--- config.mk ---
export PLATFORM = sky130hd
export DESIGN_NAME = corrected_jet_invariant_mass
export DESIGN_NICKNAME = d
export VERILOG_FILES = /design/src/sv/cjim_pkg.sv /design/src/sv/corrected_jet_invariant_mass.sv /design/src/sv/cjim_mul.sv
export VERILOG_INCLUDE_DIRS = /design/src /design/src/sv
export SDC_FILE = /design/constraint.sdc
export NUM_CORES = 2
export LEC_CHECK = 0
export ABC_AREA = 1
export CAP_MARGIN = 20
export CORE_AREA = 2 2 453 455
export CTS_CLUSTER_DIAMETER = 200
export CTS_CLUSTER_SIZE = 10
export DETAILED_ROUTE_END_ITERATION = 10
export DIE_AREA = 0 0 455 457
export DONT_BUFFER_PORTS = 1
export PLACE_DENSITY = 0.73
export SETUP_SLACK_MARGIN = 0.05
export SYNTH_ARGS = -nofsm -noshare
export SYNTH_HDL_FRONTEND = slang
export SYNTH_SLANG_ARGS = --single-unit
--- constraint.sdc ---
create_clock -name i_clk -period 13.6 [get_ports i_clk]
set_input_delay 1.36 -clock i_clk [delete_from_list [all_inputs] [get_ports i_clk]]
set_output_delay 1.36 -clock i_clk [all_outputs]
set_load 0.005 [all_outputs]
--- src/sv/corrected_jet_invariant_mass_assert.svh ---
// Assertion macros shared by the jet invariant mass block
`ifndef CORRECTED_JET_INVARIANT_MASS_ASSERT_SVH
`define CORRECTED_JET_INVARIANT_MASS_ASSERT_SVH

`ifndef NO_ASSERTIONS

// same-cycle implication
`define CJIM_ASSERT_IMP(name, clk, rstn, ante, cons) \
    name: assert property (@(posedge clk) disable iff (!rstn) (ante) |-> (cons)) \
        else $error("same-cycle implication check failed");

// next-cycle implication
`define CJIM_ASSERT_NXT(name, clk, rstn, ante, cons) \
    name: assert property (@(posedge clk) disable iff (!rstn) (ante) |=> (cons)) \
        else $error("next-cycle implication check failed");

`else

`define CJIM_ASSERT_IMP(name, clk, rstn, ante, cons)
`define CJIM_ASSERT_NXT(name, clk, rstn, ante, cons)

`endif

`endif

--- src/sv/cjim_pkg.sv ---
// Types, constants and saturating arithmetic helpers for the jet invariant mass block
`timescale 1ns / 1ps

package cjim_pkg;

    localparam int MAX_JETS_ACCEPTED  = 3;
    localparam int MAX_JETS_PER_EVENT = 32;
    localparam int JET_CAP_INT = (MAX_JETS_PER_EVENT > 63) ? 63 : MAX_JETS_PER_EVENT;

    localparam logic [5:0] JET_CAP = 6'(JET_CAP_INT);
    localparam logic [5:0] MAX_ACC = 6'(MAX_JETS_ACCEPTED);

    localparam logic [23:0]        CUT_RESET = 24'd1280;
    localparam logic signed [47:0] Q44_ONE   = 48'sh1000_0000_0000;
    localparam logic [47:0]        S48_MAX   = 48'h7FFF_FFFF_FFFF;

    // 20^2 and 150^2 GeV^2 in Q.16
    localparam logic [63:0] M2_LOW  = 64'd26214400;
    localparam logic [63:0] M2_HIGH = 64'd1474560000;

    // configuration register indexes
    localparam logic [2:0] CFG_ENERGY_CUT = 3'd0;
    localparam logic [2:0] CFG_MODE       = 3'd1;
    localparam logic [2:0] CFG_COEF_ZERO  = 3'd2;
    localparam logic [2:0] CFG_COEF_ONE   = 3'd3;
    localparam logic [2:0] CFG_COEF_TWO   = 3'd4;
    localparam logic [2:0] CFG_COEF_THREE = 3'd5;
    localparam logic [2:0] CFG_COEF_FOUR  = 3'd6;
    localparam logic [2:0] CFG_COEF_FIVE  = 3'd7;

    localparam logic [2:0] MODE_NONE     = 3'd0;
    localparam logic [2:0] MODE_MAX_POLY = 3'd6;

    typedef struct packed {
        logic [23:0]        jet_energy;
        logic signed [23:0] jet_px;
        logic signed [23:0] jet_py;
        logic signed [23:0] jet_pz;
        logic               last_jet;
    } t_jet_in;

    typedef struct packed {
        logic [30:0] mass_squared;
        logic [5:0]  jets_used;
    } t_mass_out;

    typedef struct packed {
        logic        start;
        logic [47:0] a;
        logic [31:0] b;
    } t_mul_req;

    typedef struct packed {
        logic        done;
        logic [79:0] product;
    } t_mul_rsp;

    // magnitude product -> shifted, saturated, signed 48-bit value
    function automatic logic signed [47:0] mag_sat(input logic [79:0] prod,
                                                   input logic        shift44,
                                                   input logic        neg);
        logic [79:0] sh;
        logic [47:0] cap;
        logic [47:0] mag;
        sh  = shift44 ? (prod >> 44) : (prod >> 8);
        cap = S48_MAX + {47'd0, neg};
        mag = (sh > {32'd0, cap}) ? cap : sh[47:0];
        return neg ? $signed(48'd0 - mag) : $signed(mag);
    endfunction

    function automatic logic signed [47:0] sat48_add(input logic signed [47:0] a,
                                                     input logic signed [47:0] b);
        logic [48:0] t;
        t = {a[47], a} + {b[47], b};
        if (t[48] != t[47]) begin
            return t[48] ? $signed({1'b1, 47'd0}) : $signed(S48_MAX);
        end
        return $signed(t[47:0]);
    endfunction

    function automatic logic signed [31:0] sat32_add(input logic signed [31:0] s,
                                                     input logic signed [47:0] v);
        logic [48:0] t;
        t = {{17{s[31]}}, s} + {v[47], v};
        if (!t[48] && (t[47:31] != 17'd0)) begin
            return $signed({1'b0, {31{1'b1}}});
        end
        if (t[48] && (t[47:31] != {17{1'b1}})) begin
            return $signed({1'b1, 31'd0});
        end
        return $signed(t[31:0]);
    endfunction

endpackage

--- src/sv/corrected_jet_invariant_mass.sv ---
// Sequencing: each multiply on the shared unit in the jet phase is issued, waited on until
// done and folded in, so a jet takes d+s multiplies: d the polynomial degree, s = 1 for a jet
// under the cut or at the jet cap, 4 otherwise. A last jet adds the squared mass (4 squares).
// Throughput: one jet at a time, set by the single 24x32 multiplier that all steps share.
// Reset (synchronous, active low) loads the register defaults and clears sums and count.
`timescale 1ns / 1ps
`include "corrected_jet_invariant_mass_assert.svh"

module corrected_jet_invariant_mass
    import cjim_pkg::*;
(
    input  logic        i_clk,
    input  logic        i_rst_n,
    input  logic        i_in_valid,
    output logic        o_in_stall,
    input  t_jet_in     i_in_data,
    output logic        o_out_valid,
    input  logic        i_out_stall,
    output t_mass_out   o_out_data,
    input  logic        i_cfg_valid,
    output logic        o_cfg_ready,
    input  logic [2:0]  i_cfg_index,
    input  logic [47:0] i_cfg_data
);

    localparam logic [3:0] S_IDLE  = 4'd0;
    localparam logic [3:0] S_HMUL  = 4'd1;
    localparam logic [3:0] S_HWAIT = 4'd2;
    localparam logic [3:0] S_HADD  = 4'd3;
    localparam logic [3:0] S_SMUL  = 4'd4;
    localparam logic [3:0] S_SWAIT = 4'd5;
    localparam logic [3:0] S_SADD  = 4'd6;
    localparam logic [3:0] S_MMUL  = 4'd7;
    localparam logic [3:0] S_MWAIT = 4'd8;
    localparam logic [3:0] S_FIN   = 4'd9;

    localparam logic [1:0] COMP_E = 2'd0;
    localparam logic [1:0] COMP_X = 2'd1;
    localparam logic [1:0] COMP_Y = 2'd2;
    localparam logic [1:0] COMP_Z = 2'd3;

    // configuration
    logic [23:0]        r_cut;
    logic [2:0]         r_mode;
    logic signed [47:0] r_coef [6];

    // event state
    logic [31:0]        r_sum_e;
    logic signed [31:0] r_sum_px;
    logic signed [31:0] r_sum_py;
    logic signed [31:0] r_sum_pz;
    logic [5:0]         r_jet_count;

    // sequencer and working registers
    logic [3:0]         r_state;
    logic [3:0]         n_state;
    logic [2:0]         r_k;
    logic [1:0]         r_j;
    t_jet_in            r_in;
    logic [23:0]        r_e;
    logic signed [47:0] r_acc;
    logic signed [47:0] r_mres;
    logic               r_neg;
    logic [63:0]        r_e2;
    logic [63:0]        r_p2;
    logic               r_out_valid;
    t_mass_out          r_out;

    t_mul_req mul_req;
    t_mul_rsp mul_rsp;

    logic               in_accept;
    logic               cfg_accept;
    logic               poly_on;
    logic [2:0]         k_init;
    logic [2:0]         k_idx;
    logic [2:0]         coef_idx;
    logic [47:0]        acc_mag;
    logic signed [24:0] comp_v;
    logic [23:0]        comp_mag;
    logic signed [31:0] sum_sel;
    logic [31:0]        x_mag;
    logic signed [47:0] mres_n;
    logic               pass_now;
    logic [48:0]        se;
    logic [63:0]        m2;
    logic               out_ok;
    logic               out_free;
    logic               fin_leave;

    assign in_accept  = i_in_valid && !o_in_stall;
    assign o_in_stall = (r_state != S_IDLE);
    assign o_cfg_ready = (r_state == S_IDLE);
    assign cfg_accept = i_cfg_valid && o_cfg_ready;

    assign poly_on  = (r_mode != MODE_NONE) && (r_mode <= MODE_MAX_POLY);
    assign k_init   = poly_on ? (r_mode - 3'd1) : 3'd0;
    assign k_idx    = r_k - 3'd1;
    assign coef_idx = i_cfg_index - CFG_COEF_ZERO;

    assign acc_mag = r_acc[47] ? (48'd0 - r_acc) : r_acc;

    always_comb begin
        case (r_j)
            COMP_E:  comp_v = $signed({1'b0, r_in.jet_energy});
            COMP_X:  comp_v = $signed({r_in.jet_px[23], r_in.jet_px});
            COMP_Y:  comp_v = $signed({r_in.jet_py[23], r_in.jet_py});
            default: comp_v = $signed({r_in.jet_pz[23], r_in.jet_pz});
        endcase
        case (r_j)
            COMP_X:  sum_sel = r_sum_px;
            COMP_Y:  sum_sel = r_sum_py;
            default: sum_sel = r_sum_pz;
        endcase
    end

    assign comp_mag = comp_v[24] ? 24'(25'd0 - comp_v) : comp_v[23:0];
    assign x_mag = (r_j == COMP_E) ? r_sum_e
                 : (sum_sel[31] ? (32'd0 - sum_sel) : sum_sel);

    // operand steering into the shared multiplier
    always_comb begin
        mul_req = '0;
        unique case (r_state)
            S_HMUL: begin
                mul_req.start = 1'b1;
                mul_req.a     = acc_mag;
                mul_req.b     = {8'd0, r_e};
            end
            S_SMUL: begin
                mul_req.start = 1'b1;
                mul_req.a     = acc_mag;
                mul_req.b     = {8'd0, comp_mag};
            end
            S_MMUL: begin
                mul_req.start = 1'b1;
                mul_req.a     = {16'd0, x_mag};
                mul_req.b     = x_mag;
            end
            default: mul_req = '0;
        endcase
    end

    cjim_mul u_mul (
        .i_clk   (i_clk),
        .i_rst_n (i_rst_n),
        .i_req   (mul_req),
        .o_rsp   (mul_rsp)
    );

    // Horner steps drop 8 bits, scaling drops 44
    assign mres_n = mag_sat(mul_rsp.product, (r_state == S_SWAIT), r_neg);

    assign pass_now = ($signed(r_mres) >= $signed({24'd0, r_cut})) && (r_jet_count < JET_CAP);
    assign se       = {17'd0, r_sum_e} + {1'b0, r_mres};

    assign m2        = r_e2 - r_p2;
    assign out_ok    = (r_e2 >= r_p2) && (m2 >= M2_LOW) && (m2 <= M2_HIGH)
                       && (r_jet_count <= MAX_ACC);
    assign out_free  = !r_out_valid || !i_out_stall;
    assign fin_leave = (r_state == S_FIN) && (!out_ok || out_free);

    always_comb begin
        unique case (r_state)
            S_IDLE:  n_state = !in_accept ? S_IDLE : ((k_init != 3'd0) ? S_HMUL : S_SMUL);
            S_HMUL:  n_state = S_HWAIT;
            S_HWAIT: n_state = mul_rsp.done ? S_HADD : S_HWAIT;
            S_HADD:  n_state = (r_k == 3'd1) ? S_SMUL : S_HMUL;
            S_SMUL:  n_state = S_SWAIT;
            S_SWAIT: n_state = mul_rsp.done ? S_SADD : S_SWAIT;
            S_SADD: begin
                if ((r_j == COMP_Z) || ((r_j == COMP_E) && !pass_now)) begin
                    n_state = r_in.last_jet ? S_MMUL : S_IDLE;
                end else begin
                    n_state = S_SMUL;
                end
            end
            S_MMUL:  n_state = S_MWAIT;
            S_MWAIT: n_state = !mul_rsp.done ? S_MWAIT : ((r_j == COMP_Z) ? S_FIN : S_MMUL);
            S_FIN:   n_state = fin_leave ? S_IDLE : S_FIN;
            default: n_state = S_IDLE;
        endcase
    end

    // control, configuration and event sums
    always_ff @(posedge i_clk) begin
        if (!i_rst_n) begin
            r_state     <= S_IDLE;
            r_out_valid <= 1'b0;
            r_cut       <= CUT_RESET;
            r_mode      <= MODE_NONE;
            for (int i = 0; i < 6; i++) begin
                r_coef[i] <= (i == 0) ? Q44_ONE : 48'sd0;
            end
            r_sum_e     <= '0;
            r_sum_px    <= '0;
            r_sum_py    <= '0;
            r_sum_pz    <= '0;
            r_jet_count <= '0;
            r_j         <= COMP_E;
            r_k         <= '0;
        end else begin
            r_state <= n_state;

            // a new beat may replace one leaving in the same cycle
            if (fin_leave && out_ok) begin
                r_out_valid <= 1'b1;
            end else if (!i_out_stall) begin
                r_out_valid <= 1'b0;
            end

            if (cfg_accept) begin
                unique case (i_cfg_index) inside
                    CFG_ENERGY_CUT: r_cut  <= i_cfg_data[23:0];
                    CFG_MODE:       r_mode <= i_cfg_data[2:0];
                    CFG_COEF_ZERO, CFG_COEF_ONE, CFG_COEF_TWO,
                    CFG_COEF_THREE, CFG_COEF_FOUR, CFG_COEF_FIVE:
                                    r_coef[coef_idx] <= $signed(i_cfg_data);
                    default: ;
                endcase
            end

            unique case (r_state)
                S_IDLE: begin
                    if (in_accept) begin
                        r_k <= k_init;
                        r_j <= COMP_E;
                    end
                end
                S_HADD: r_k <= k_idx;
                S_SADD: begin
                    if (r_j == COMP_E) begin
                        if (pass_now) begin
                            r_sum_e     <= (se[48:32] != 17'd0) ? 32'hFFFF_FFFF : se[31:0];
                            r_jet_count <= r_jet_count + 6'd1;
                        end
                    end else if (r_j == COMP_X) begin
                        r_sum_px <= sat32_add(r_sum_px, r_mres);
                    end else if (r_j == COMP_Y) begin
                        r_sum_py <= sat32_add(r_sum_py, r_mres);
                    end else begin
                        r_sum_pz <= sat32_add(r_sum_pz, r_mres);
                    end
                    // the mass pass walks the same component order from the start
                    r_j <= (n_state == S_SMUL) ? (r_j + 2'd1) : COMP_E;
                end
                S_MWAIT: begin
                    if (mul_rsp.done) begin
                        r_j <= r_j + 2'd1;
                    end
                end
                S_FIN: begin
                    if (fin_leave) begin
                        r_sum_e     <= '0;
                        r_sum_px    <= '0;
                        r_sum_py    <= '0;
                        r_sum_pz    <= '0;
                        r_jet_count <= '0;
                    end
                end
                default: ;
            endcase
        end
    end

    // working datapath, no reset needed
    always_ff @(posedge i_clk) begin
        if (in_accept) begin
            r_in  <= i_in_data;
            r_e   <= (i_in_data.jet_energy < r_cut) ? r_cut : i_in_data.jet_energy;
            r_acc <= poly_on ? r_coef[k_init] : Q44_ONE;
        end
        if (r_state == S_HMUL) begin
            r_neg <= r_acc[47];
        end
        if (r_state == S_SMUL) begin
            r_neg <= r_acc[47] != comp_v[24];
        end
        if ((r_state == S_HWAIT || r_state == S_SWAIT) && mul_rsp.done) begin
            r_mres <= mres_n;
        end
        if (r_state == S_HADD) begin
            r_acc <= sat48_add(r_mres, r_coef[k_idx]);
        end
        if (r_state == S_MWAIT && mul_rsp.done) begin
            if (r_j == COMP_E) begin
                r_e2 <= mul_rsp.product[63:0];
            end else if (r_j == COMP_X) begin
                r_p2 <= mul_rsp.product[63:0];
            end else begin
                r_p2 <= r_p2 + mul_rsp.product[63:0];
            end
        end
        if (fin_leave && out_ok) begin
            r_out.mass_squared <= m2[30:0];
            r_out.jets_used    <= r_jet_count;
        end
    end

    assign o_out_valid = r_out_valid;
    assign o_out_data  = r_out;

    `CJIM_ASSERT_NXT(a_accept_busy, i_clk, i_rst_n, in_accept, r_state != S_IDLE)
    `CJIM_ASSERT_IMP(a_count_cap, i_clk, i_rst_n, 1'b1, r_jet_count <= JET_CAP)
    `CJIM_ASSERT_IMP(a_done_in_wait, i_clk, i_rst_n, mul_rsp.done,
        r_state == S_HWAIT || r_state == S_SWAIT || r_state == S_MWAIT)
    `CJIM_ASSERT_IMP(a_out_from_fin, i_clk, i_rst_n, $rose(r_out_valid),
        $past(r_state) == S_FIN)

endmodule

--- src/sv/cjim_mul.sv ---
// Shared 48x32 unsigned multiplier built from one 24x32 multiplier: low part, high part, then sum
`timescale 1ns / 1ps

module cjim_mul
    import cjim_pkg::*;
(
    input  logic     i_clk,
    input  logic     i_rst_n,
    input  t_mul_req i_req,
    output t_mul_rsp o_rsp
);

    localparam logic [1:0] M_IDLE = 2'd0;
    localparam logic [1:0] M_HI   = 2'd1;
    localparam logic [1:0] M_SUM  = 2'd2;

    logic [1:0]  r_mstate;
    logic [1:0]  n_mstate;
    logic        r_done;
    logic [23:0] r_a_hi;
    logic [31:0] r_b;
    logic [55:0] r_pp;
    logic [55:0] r_lo;
    logic [79:0] r_prod;

    logic        idle;
    logic [23:0] mul_x;
    logic [31:0] mul_y;
    logic [55:0] mul_p;

    assign idle  = (r_mstate == M_IDLE);
    assign mul_x = idle ? i_req.a[23:0] : r_a_hi;
    assign mul_y = idle ? i_req.b : r_b;
    assign mul_p = mul_x * mul_y;

    always_comb begin
        unique case (r_mstate)
            M_IDLE:  n_mstate = i_req.start ? M_HI : M_IDLE;
            M_HI:    n_mstate = M_SUM;
            M_SUM:   n_mstate = M_IDLE;
            default: n_mstate = M_IDLE;
        endcase
    end

    always_ff @(posedge i_clk) begin
        if (!i_rst_n) begin
            r_mstate <= M_IDLE;
            r_done   <= 1'b0;
        end else begin
            r_mstate <= n_mstate;
            r_done   <= (r_mstate == M_SUM);
        end
    end

    always_ff @(posedge i_clk) begin
        if (idle && i_req.start) begin
            r_pp   <= mul_p;
            r_a_hi <= i_req.a[47:24];
            r_b    <= i_req.b;
        end else if (r_mstate == M_HI) begin
            r_lo <= r_pp;
            r_pp <= mul_p;
        end else if (r_mstate == M_SUM) begin
            r_prod <= {24'd0, r_lo} + {r_pp, 24'd0};
        end
    end

    assign o_rsp.done    = r_done;
    assign o_rsp.product = r_prod;

endmodule

==> results by group <==
Status
  • Status: finished, final reports clean

Place
  • Final GP Congestion: 1.07
  • IO buf count: 0
  • Worst slack, placed: 1.89 ns
  • Dpl hpwl: 330000 um

Synth
  • Sequential share of the synthesized area: 30.6%
  • Top cell type's share of synthesized area: 27.5%
  • Synth warn: 0
  • Netlist Area Pre-Place: 111000 um^2
  • Area leader, netlist: edfxtp_1
  • Largest cells by area after synthesis: edfxtp_1, fa_1, nand2_1
  • Top post-synthesis cells by count: nand2_1, inv_1, nor2_1, a21oi_1, edfxtp_1
  • Cell with the most instances after synthesis: nand2_1
  • Syn_area_per_cell: 7.49 um^2
  • Synth Flop Type: edfxtp_1
  • Seq cells post-synth: 1189
  • Yosys cell types: 67
  • Ys async rst share: 0%
  • EDFF count, synth: 1015
  • Gate Count Post-Synth: 14802

Floorplan
  • Core Box Area: 203000 um^2
  • I/O Pins: 193
  • Die extent in x: 455 um
  • Die Y: 457 um
  • Num rows: 166
  • Initial cell density of the core: 54.5%
  • Die area: 208000 um^2

CTS
  • CTS Buffer Depth: 3
  • CTS tree: done
  • CTS clk-pin slew, worst paths: 0.08 ns
  • Clk_lat worst skew: 0.86 ns
  • CTS Hold Buffers Added: 0
  • Total CTS buffers: 136
  • CTS sink cnt: 1189
  • Post-CTS resize count: 0
  • Setup bufs post-CTS: 0
  • CTS root buf: clkbuf_16
  • H-Tree Depth: 4

Flow run
  • Total of max-cap violations: 0

Routing
  • Routed WL: 429000 um
  • DR top layer: met5
  • Pre-antenna DRT Iters: 7
  • Final ANT Viol Nets: 0
  • Met2 Routed Length: 180000 um
  • Starting DRT DRC Count: 13735
  • DR WL/cell: 24.5 um
  • Met3 routed WL: 51300 um
  • Via density: 6.00
  • Met1 WL: 166000 um
  • DR vias: 104965
  • Post-route DRC: 0

Layout
  • Layout area overhead: 6.46%
  • Multi-input gate area: 66800 um^2
  • Fraction of layout cells with a size suffix above 1: 3.39%
  • Number of fill cells: 19115
  • # nets final: 16190
  • Final core occ: 58.1%
  • FF+latch area: 34000 um^2

Hold path
  • Worst hold stages: 0
  • HP Class: flop to flop
  • Hold Path End: u_mul.r_prod[14]
  • Hold path startpoint: u_mul.r_lo[14]

Timing
  • Worst clock skew: 0.0595 ns
  • Min Clock Period, post-route: 12.00 ns
  • Final period util: 88.2%
  • Worst slew pin tran: 1.29 ns
  • Max Freq: 83.3 MHz
  • Pins Over Slew Limit: 0
  • Final Hold Fails: 0
  • Post-route setup slack: 1.60 ns
  • Final setup viols: 0
  • RSZ-0062 raised after global routing: false
  • Worst hold margin: 0.420 ns
  • Final TNS setup: 0 ns
  • Worst rel slew slack: 14.2%

Critical path
  • Worst r2r src: r_j[0]
  • CP Launch Type: flop
  • Worst path slowest cell: ha_2
  • Reg2Reg Setup Slack: 1.60 ns
  • CP endpoint kind: flop
  • CP max stage delay: 1.01 ns
  • Worst Path Buf+Inv: 8
  • Crit Path Category: flop to flop
  • Critical path peak fanout: 65
  • Cell repeated most along the worst path: o21ai_0
  • Worst Reg-to-Reg Cells: 35
  • RR Endpoint: u_mul.r_pp[31]
  • Critical Path AT: 12.57 ns
  • CP delay by family, top: adder cells
  • Data required time of the worst path: 14.17 ns

Global route
  • GRT Total Usage: 40.7%
  • First-pass GRT wire length: 626000 um
  • Vias in the first global route: 96918
  • Pin count of the biggest net entering global routing: 171
  • Total grt overflow: 0
  • Initial antenna violation count: 48
## worst register-to-register path: cells and delay by family, from the launching register on
family                     cells  cell delay, ns
adders and majority gates      9            4.54
DFF                            1            0.39
AOI/OAI and AO/OA             13            4.25
buffers and inverters          8            1.92
xor gates and xnor gates       1            0.16
and+or+nand+nor                4            0.51
## cell usage in the layout, fill, tap and decap left out, types with 136 or more instances in the layout
master,synthesis,final
dfxtp_1,174,174
clkbuf_16,0,138
inv_1,2261,2249
nand4_1,185,185
ha_1,675,670
xor2_1,219,219
xnor2_1,136,136
a21oi_1,1252,1252
buf_4,10,154
fa_1,666,666
nand2_1,3414,3405
nor2_1,1729,1717
nand3_1,620,619
o21ai_0,962,954
edfxtp_1,1015,1015
## through the flow
| stage | instance area (um^2) | instances |
|---|---|---|
| after global placement | 114000 | 17240 |
| after global routing | 118000 | 17470 |
| after detailed placement | 114000 | 17241 |
| after CTS | 118000 | 17445 |
| final | 118000 | 17484 |
| after floorplan | 111000 | 14897 |
## kinds of logic (layout without fill, tap and decap cells)
logic type      Yosys count  after routing  synth area share, %
other cells               1            130              0.00338
compound gates         2844           2844                 14.1
flops                  1189           1189                 30.6
simple gates           6279           6279                 23.1
xor+xnor                356            356                 2.82
mux                       3              3               0.0282
fa+ha+maj              1341           1341                 19.6
buf+inv                2789           2654                 9.66
## state kept, by name, indices dropped and copies added (netlist names), 6 cells and up
name	count
r_mres	48
r_p2	64
u_mul.r_pp	56
r_sum_px	32
r_cut	24
r_sum_e	32
r_jet_count	6
u_mul.r_a_hi	24
u_mul.r_prod	80
r_sum_pz	32
r_acc	48
r_e2	64
o_out_data	37
r_in	97
r_e	24
r_coef	384
u_mul.r_lo	56
r_sum_py	32
u_mul.r_b	32
## layer usage
metal / track usage [%] / vias up
met5: 0 / -
met1: 53.4 / 49636
met4: 24.8 / 22
met2: 59.4 / 5968
met3: 11.1 / 1257
li1: - / 48082
## worst max-delay path by stage
| stage | startpoint | end | slack [ns] | depth (start not counted) |
|---|---|---|---|---|
| floorplan | r_j[0] | u_mul.r_pp[31] | 4.79 | 42 |
| global placement | r_j[0] | u_mul.r_pp[31] | 1.98 | 33 |
| detailed placement | r_j[0] | u_mul.r_pp[31] | 1.89 | 35 |
| CTS | r_j[0] | u_mul.r_pp[31] | 1.89 | 35 |
| global route | r_j[0] | u_mul.r_pp[31] | 1.03 | 35 |
| finish | r_j[0] | u_mul.r_pp[31] | 1.60 | 35 |
## area by class of cell
class,instances,area share (%)
well taps,2688,2.85
diodes,34,0.0721
multi-input cells,10919,56.6
repair buffers,160,1.11
inverters,2290,7.30
clock buffers,191,3.09
clock inverters,13,0.243
flip-flops and latches,1189,28.8
Power is not shown: default switching activity piles up to over one toggle a cycle in this logic, so the estimate is an artifact.
